$ cat src/rtl/sfc_pkg.sv
// Constants and types shared by the sensor frame checksum parser.
package sfc_pkg;

  localparam logic [7:0] START_BYTE  = 8'hFF;
  localparam logic [7:0] TYPE_ANSWER = 8'h86;
  localparam logic [7:0] TYPE_UPLOAD = 8'h04;

  localparam logic [3:0] POS_HUNT       = 4'd0;
  localparam logic [3:0] POS_TYPE       = 4'd1;
  localparam logic [3:0] POS_FIRST_DATA = 4'd2;
  localparam logic [3:0] POS_LAST_DATA  = 4'd5;
  localparam logic [3:0] FRAME_LAST     = 4'd8;

  localparam int PAYLOAD_DEPTH = 4;

  typedef enum logic [1:0] {
    ST_OK       = 2'd0,
    ST_BAD_TYPE = 2'd1,
    ST_BAD_SUM  = 2'd2
  } status_t;

endpackage

$ cat src/rtl/sensor_frame_checksum_parser.sv
// Top level of the sensor frame checksum parser with its frame state and result register.
//
//   Channel  Handshake             Payload
//   in       in_valid / in_ready   rx_byte [7:0]
//   out      out_valid / out_ready status [1:0], concentration [15:0], active_upload
//
// One input beat is taken per cycle; the frame counter, running sum and payload bytes
// update in the same cycle. The ninth byte of a frame loads the result register, so a
// result is valid in the cycle after its last byte. Reset clears the counter, sum, type and
// result valid. A result that waits for out_ready holds off every input beat until it is taken.
module sensor_frame_checksum_parser
  import sfc_pkg::*;
(
  input  logic        clk,
  input  logic        rst,
  input  logic        in_valid,
  output logic        in_ready,
  input  logic [7:0]  rx_byte,
  output logic        out_valid,
  input  logic        out_ready,
  output logic [1:0]  status,
  output logic [15:0] concentration,
  output logic        active_upload
);

  logic [3:0] pos;
  logic [3:0] pos_next;
  logic [7:0] running_sum;
  logic [7:0] running_sum_next;
  logic [7:0] frame_type;
  logic [7:0] payload [PAYLOAD_DEPTH];

  logic       in_fire;
  logic       hunting;
  logic       at_last;
  logic       emit;
  status_t    status_next;
  logic [15:0] conc_next;
  logic       upload_next;
  logic [1:0] pay_idx;

  assign in_ready = !out_valid || out_ready;
  assign in_fire  = in_valid && in_ready;
  assign hunting  = (pos == POS_HUNT) || (pos > FRAME_LAST);
  assign at_last  = (pos == FRAME_LAST);
  assign emit     = in_fire && at_last;
  assign pay_idx  = 2'(pos - POS_FIRST_DATA);

  always_comb begin
    pos_next         = pos;
    running_sum_next = running_sum;
    if (hunting) begin
      pos_next         = (rx_byte == START_BYTE) ? POS_TYPE : POS_HUNT;
      running_sum_next = (rx_byte == START_BYTE) ? 8'd0 : running_sum;
    end else if (at_last) begin
      pos_next         = POS_HUNT;
      running_sum_next = 8'd0;
    end else begin
      pos_next         = 4'(pos + 4'd1);
      running_sum_next = 8'(running_sum + rx_byte);
    end
  end

  always_comb begin
    status_next = ST_OK;
    conc_next   = 16'd0;
    upload_next = 1'b0;
    if (frame_type != TYPE_ANSWER && frame_type != TYPE_UPLOAD) begin
      status_next = ST_BAD_TYPE;
    end else if (8'(running_sum + rx_byte) != 8'd0) begin
      status_next = ST_BAD_SUM;
    end else if (frame_type == TYPE_UPLOAD) begin
      upload_next = 1'b1;
      conc_next   = {payload[2], payload[3]};
    end else begin
      conc_next = {payload[0], payload[1]};
    end
  end

  always_ff @(posedge clk) begin
    if (rst) begin
      pos         <= POS_HUNT;
      running_sum <= 8'd0;
      frame_type  <= 8'd0;
    end else if (in_fire) begin
      pos         <= pos_next;
      running_sum <= running_sum_next;
      if (pos == POS_TYPE) begin
        frame_type <= rx_byte;
      end
    end
  end

  always_ff @(posedge clk) begin
    if (in_fire && pos >= POS_FIRST_DATA && pos <= POS_LAST_DATA) begin
      payload[pay_idx] <= rx_byte;
    end
  end

  always_ff @(posedge clk) begin
    if (rst) begin
      out_valid <= 1'b0;
    end else if (emit) begin
      out_valid <= 1'b1;
    end else if (out_ready) begin
      out_valid <= 1'b0;
    end
  end

  always_ff @(posedge clk) begin
    if (emit) begin
      status        <= status_next;
      concentration <= conc_next;
      active_upload <= upload_next;
    end
  end

`ifndef SYNTHESIS
  a_pos_range: assert property (@(posedge clk) disable iff (rst)
    pos <= FRAME_LAST)
    else $error("Frame position left the frame range.");

  a_last_emits: assert property (@(posedge clk) disable iff (rst)
    in_valid && in_ready && pos == FRAME_LAST |=> out_valid)
    else $error("Checksum byte did not produce a result.");

  a_no_phantom: assert property (@(posedge clk) disable iff (rst)
    out_valid && out_ready && !(in_valid && in_ready && pos == FRAME_LAST) |=> !out_valid)
    else $error("Result register held a beat that had been taken.");

  a_bad_zero: assert property (@(posedge clk) disable iff (rst)
    out_valid && status != ST_OK |-> concentration == 16'd0 && !active_upload)
    else $error("Failed frame carried a reading.");
`endif

endmodule
$ cat config.mk
export PLATFORM = sky130hd
export DESIGN_NAME = sensor_frame_checksum_parser
export DESIGN_NICKNAME = d
export VERILOG_FILES = /design/src/rtl/sfc_pkg.sv /design/src/rtl/sensor_frame_checksum_parser.sv
export SDC_FILE = /design/constraint.sdc
export NUM_CORES = 1
export LEC_CHECK = 0
export BUFFER_PORTS_ARGS = -buffer_cell sky130_fd_sc_hd__buf_2
export CORE_MARGIN = 4
export CORE_UTILIZATION = 52
export DETAILED_ROUTE_END_ITERATION = 8
export PLACE_DENSITY = 0.71
export SYNTH_ARGS = -nofsm -noshare
export SYNTH_HDL_FRONTEND = slang
export SYNTH_SLANG_ARGS = --single-unit
$ cat constraint.sdc
create_clock -name clk -period 7.7 [get_ports clk]
set_input_delay 1.54 -clock clk [delete_from_list [all_inputs] [get_ports clk]]
set_output_delay 1.54 -clock clk [all_outputs]
set_load 0.005 [all_outputs]
==> out/results.ini, run 1 <==
[worst_setup_path]
critPathMaxFanout = 18
worstPathArrival_ns = 4.12
critPathRequiredTime_ns = 7.84
worstReg2RegStart = running_sum[0]$_SDFFE_PP0P_
crit_chain = buf_2 -> ha_1 -> inv_1 -> fa_1 -> nand2b_1 -> a21oi_1 -> o211ai_1 -> or4_1 -> nor4_1
r2r_cells = 8
critPathMaxStageDelay_ns = 0.89
critPathSlowestCell = or4_1
critPathLaunchType = primary input
endpoint_kind = flop
crit_start = rx_byte[0]
path_class = in2reg

[clocking]
worstSkewPairLatency_ns = 0.34
post-cts-setup-buffer-count = 0
cts_inserted_buffers = 9
cts.sinks = 72
cts_tree = built
cts_max_path_buffers = 2
clockRootBuffer = clkbuf_8
cts_max_level = 3
cts_hold_buffers = 0
clk_pin_slew_worst_paths_ns = 0.08
ctsResizeCount = 0

[job]
maxCapViolCount = 0

[drt]
dr.pass1.iters = 5
num_vias = 1996
wl_met2_um = 2570
wl_met1_um = 2520
antenna_left = 0
drc_errors = 0
viasPerCell = 5.48
routed_wl_um = 5480
wl_per_cell_um = 15.0
route.met3.wl_um = 325
drt_iter0_drc = 107
top_layer_used = met4

[global_routing]
grt_pass1_wl_um = 9140
grt_max_degree = 22
grt_pass1_vias = 1823
antenna_found_initial = 0
grt.total_usage_pct = 16.3
grt_overflow = 0

[synth]
synth_top_area_cell = edfxtp_1
synth_top_family_by_area = simple AND/OR/NAND/NOR gates
synth_compound_area_share_pct = 7.19
syn_avg_cell_area_um2 = 12.8
syn_inst = 252
synth-adder-area-share_pct = 4.87
async_flop_share_pct = 0
ys_dominant_reg_cell = edfxtp_1
synth_mux_area_share_pct = 7.42
synth_area_leaders = edfxtp_1 47%, dfxtp_1 13%, mux2i_1 7.4%
syn_area_um2 = 3240
synth-xor-area-share_pct = 1.35
netlist-cell-type-count = 48
synth_top_area_share_pct = 47.3
yosysWarnings = 0
synth.net_count = 276
synthSimpleGateAreaFrac_pct = 16.0
ys_seq_area_share_pct = 60.3
ys_ff_latch = 72
synth_edf_count = 51

[timing]
fin_tns_setup_ns = 0
period_needed_ns = 3.98
worstMarginPinSlew_ns = 1.12
final-hold-violation-count = 0
finClkSkew_ns = 0.00711
setup_viol_count_final = 0
rsz0062_at_grt = false
period_share_pct = 51.6
fmax_mhz = 252
final_max_slew_viol_count = 0
maxSlewHeadroom_pct = 25.3

[power_and_ir_drop]
power.leakage_nw = 1.39
peakVddDrop_mv = 0.0973
p_comb_share_pct = 2.8
seq_power_share_pct = 54.4
p_per_area_nw_per_um2 = 207
p_clk_share_pct = 42.9
p_switching_mw = 0.152
switching_share_pct = 20.0
p_int_mw = 0.606

[min_path]
hp-start = running_sum[3]$_SDFFE_PP0P_
hold_path_depth = 2
hp-class = reg2reg

[floorplan]
die_w_um = 86.9
fp.dieH_um = 86.9
die_area_um2 = 7550
start_util_pct = 54.0
coreArea_um2 = 5990
rows = 28
ios = 33

[final_layout]
postLayoutCoreUtil_pct = 61.2
layout-drive-gt1-share_pct = 22.5
antennaDiodeCount = 0
num-nets-final = 308
area_delta_synth_final_pct = 13.3

[place]
post-dp-hpwl_um = 3750
place_congestion = 0.784
port_buffers = 32

[outcome]
status = finished, final reports clean

[power groups by stage]
stage          clock, mW  combinational [mW]  sequential (mW)
2_1_floorplan          0              0.0117            0.421
3_3_place_gp           0              0.0211            0.421
3_5_place_dp           0              0.0213            0.421
4_1_cts            0.336              0.0214            0.412
5_1_grt            0.352              0.0236            0.412
6_report           0.325              0.0210            0.412
[Yosys cell counts (all sizes together), types with 2 or more instances]
master   n
xnor2    3
or4b     2
edfxtp  51
nor3     4
nand3    4
clkbuf   8
and2     5
nand2    9
xor2     2
inv      6
nor4    17
or2      3
mux2i   24
buf      5
a21oi   14
nand4    2
nor4b    4
a21o     3
nor2b    3
nand2b   2
a22oi    2
dfxtp   21
ha      11
o21ai    4
nor2    26
[metrics by stage]
stage | worst slack (ns) | std cells | hold slack (ns) | power, mW | area [um^2]
finish | 3.72 | 364 | 0.458 | 0.758 | 3670
global route | 3.56 | 364 | 0.481 | 0.788 | 3670
CTS | 3.75 | 364 | 0.465 | 0.769 | 3670
detailed placement | 3.37 | 348 | 0.456 | 0.442 | 3440
global placement | 3.49 | 348 | 0.446 | 0.442 | 3440
floorplan | 3.92 | 252 | 0.436 | 0.432 | 3240
[area by class of cell]
type | count | area (um^2)
Clock inverter | 3 | 46.3
Sequential cell | 72 | 1950
Tap cell | 75 | 93.8
Inverter | 6 | 22.5
Fill cell | 477 | 2320
Timing Repair Buffer | 34 | 175
Clock buffer | 13 | 180
Multi-Input combinational cell | 161 | 1200
[logic make-up (layout without fill, tap and decap cells)]
family                     after synthesis  count (layout)
xor gates and xnor gates                 5               5
muxes                                   24              24
AOI/OAI and AO/OA                       34              34
and+or+nand+nor                         86              86
adders and majority gates               12              12
DFF                                     72              72
buffers and inverters                   19              56
[cells in the final DEF (no fill, tap or decap), types with 9 or more instances in the layout]
master | Yosys | layout
buf_2 | 3 | 32
nand2_1 | 9 | 9
clkbuf_8 | 0 | 11
a21oi_1 | 14 | 14
ha_1 | 11 | 11
nor4_1 | 9 | 9
mux2i_1 | 24 | 24
nor2_1 | 26 | 26
dfxtp_1 | 21 | 21
edfxtp_1 | 51 | 51
[critical path, delay by kind of cell]
kind	cells	cell delay [ns]
and+or+nand+nor	3	1.52
adders and majority gates	2	0.59
AOI/OAI and AO/OA	2	0.25
buffers and inverters	2	0.22
[sequential cells by signal, indices dropped and copies added (netlist names)]
name	flops
status	2
running_sum	8
pos	4
out_valid	1
concentration	16
payload	32
active_upload	1
frame_type	8
[path summary, 6_finish.rpt]
check,to,slack [ns]
min,running_sum[3]$_SDFFE_PP0P_,0.46
max reg2reg,concentration[3]$_SDFFCE_PP0P_,4.76
max,concentration[3]$_SDFFCE_PP0P_,3.72
min reg2reg,running_sum[3]$_SDFFE_PP0P_,0.46
[per-layer routing]
layer,global-route usage (%),up-vias
li1,-,1015
met1,21.8,920
met2,24.2,57
met3,4.26,4
met4,8.50,0
met5,0,-
Power figures use the tool's default switching activity.
==> run 2, diff against run 1 <==
==> constraint.sdc (replaced) <==
create_clock -name clk -period 3.81 [get_ports clk]
set_input_delay 0.762 -clock clk [delete_from_list [all_inputs] [get_ports clk]]
set_output_delay 0.762 -clock clk [all_outputs]
set_load 0.005 [all_outputs]
==> run 2 against run 1 <==
Effect of this change:
- utilization down 0.13 points
- cell count up 0.27%
- sequential power up 100%
- global-route usage up 0.98 points
- die area unchanged
- setup slack worse by 3.1 ns
- largest power group unchanged
- critical path type unchanged
- largest cell class unchanged
- critical path depth unchanged
- sequential cell count unchanged
- total power up 99%
==> out/results.ini, run 2 (synthesis gave the netlist of run 1 again) <==
[min_path]
hp-start = running_sum[4]$_SDFFE_PP0P_
hp-class = reg2reg
hold_end = running_sum[4]$_SDFFE_PP0P_
hold_path_depth = 2

[clocking]
clk_pin_slew_worst_paths_ns = 0.07
clockRootBuffer = clkbuf_8
cts_max_level = 3
cts_tree = built
cts.sinks = 72
cts_hold_buffers = 0
cts_max_path_buffers = 2
cts_inserted_buffers = 9
post-cts-setup-buffer-count = 0
worstSkewPairLatency_ns = 0.34
ctsResizeCount = 0

[place]
port_buffers = 32
place_area_um2 = 3450
numPlacedInstances = 349
post-dp-hpwl_um = 3860
place_congestion = 0.780

[timing]
final-hold-violation-count = 0
whs_ns = 0.462
rsz0062_at_grt = false
period_needed_ns = 3.16
setup_viol_count_final = 0
finClkSkew_ns = 0.00676
period_share_pct = 82.9
worstMarginPinSlew_ns = 0.911
fmax_mhz = 316
maxSlewHeadroom_pct = 39.1
fin_tns_setup_ns = 0
final_max_slew_viol_count = 0

[final_layout]
fin_cells = 365
top_register = payload
design_area_um2 = 3660
ff_latch_area_um2 = 1950
num-nets-final = 309
area_delta_synth_final_pct = 13.1
layout-drive-gt1-share_pct = 22.1
fillers = 497
reg_top3 = payload: 32 flops, concentration: 16 flops
layout_common_cells = 51 x edfxtp_1, 32 x buf_2, 26 x nor2_1, 24 x mux2i_1, 21 x dfxtp_1
largest_reg_flops = 32
multi_input_area_um2 = 1200
layout_commonest_cell = edfxtp_1
antennaDiodeCount = 0

[power_and_ir_drop]
power.leakage_nw = 1.38
seq_power_share_pct = 55.1
switching_share_pct = 20.1
p_clk_share_pct = 42.0
peakVddDrop_mv = 0.236
p_per_area_nw_per_um2 = 413
p_int_mw = 1.21
finalPower_mw = 1.51
p_comb_share_pct = 2.9
p_switching_mw = 0.304

[worst_setup_path]
critPathMaxStageDelay_ns = 0.89
worstPathArrival_ns = 3.31
critPathMaxFanout = 18
worstReg2RegStart = running_sum[0]$_SDFFE_PP0P_
critPathSlowestCell = or4_1
r2r_cells = 8
regToRegSetupSlack_ns = 0.92
path_class = in2reg
crit_chain = buf_2 -> ha_1 -> inv_1 -> fa_1 -> nand2b_1 -> a21oi_1 -> o211ai_1 -> or4_1 -> nor4_1
critPathLaunchType = primary input
critPathRequiredTime_ns = 3.96
endpoint_kind = flop
r2r-end = concentration[3]$_SDFFCE_PP0P_

[drt]
drt_iter0_drc = 121
viasPerCell = 5.47
num_vias = 1998
wl_per_cell_um = 15.6
dr.pass1.iters = 4
antenna_left = 0
drc_errors = 0
routed_wl_um = 5710

[floorplan]
rows = 28
coreArea_um2 = 5990
ios = 33
die_w_um = 86.9
fp.dieH_um = 86.9
die_area_um2 = 7550
start_util_pct = 54.0

[global_routing]
grt_max_degree = 22
grt_pass1_vias = 1955
grt.total_usage_pct = 17.2
grt_overflow = 0
grt_pass1_wl_um = 9720
antenna_found_initial = 0

[job]
maxCapViolCount = 0

[outcome]
status = finished, final reports clean

-- run 2: layout make-up --
| class | count | share of cell area [%] |
|---|---|---|
| sequential | 72 | 53.3 |
| multi-input combinational | 161 | 32.7 |
| timing repair buffer | 35 | 4.99 |
| clock buffer | 14 | 4.75 |
| tap | 75 | 2.56 |
| clock inverter | 2 | 1.03 |
| inverter | 6 | 0.615 |
-- run 2: power by group through the flow --
stage / sequential, mW / clock [mW] / combinational [mW]
after floorplan: 0.850 / 0 / 0.0237
after global placement: 0.850 / 0 / 0.0425
after detailed placement: 0.850 / 0 / 0.0433
after CTS: 0.832 / 0.647 / 0.0437
after global routing: 0.832 / 0.686 / 0.0488
final: 0.832 / 0.634 / 0.0434
-- run 2: worst max-delay path by stage --
stage               startpoint                        endpoint  slack [ns]  depth (start not counted)
CTS                 rx_byte[0]  concentration[3]$_SDFFCE_PP0P_        0.65                          9
finish              rx_byte[0]  concentration[3]$_SDFFCE_PP0P_        0.65                          9
floorplan           rx_byte[0]         status[1]$_SDFFCE_PP0P_        0.80                         10
detailed placement  rx_byte[0]  concentration[3]$_SDFFCE_PP0P_        0.29                          9
global placement    rx_byte[0]         status[1]$_SDFFCE_PP0P_        0.37                          9
global route        rx_byte[0]  concentration[3]$_SDFFCE_PP0P_        0.41                          9
-- run 2: metal layers --
metal	up-vias	routed length [um]	GRT usage (%)
li1	1013	-	-
met1	932	2610	21.9
met2	43	2730	27.6
met3	10	255	4.54
met4	0	113	7.93
met5	-	0	0
-- run 2: critical path, delay by kind of cell --
kind	cells	cell delay, ns
AO/OA/AOI/OAI	2	0.25
adder cells (fa/ha/maj)	2	0.58
AND/OR/NAND/NOR	3	1.49
buffers and inverters	2	0.21
-- run 2: through the flow --
stage	util (%)	worst slack (ns)
after floorplan	-	0.805
after global placement	57.6	0.375
after detailed placement	57.6	0.292
after CTS	61.1	0.647
after global routing	61.1	0.415
final	61.1	0.650
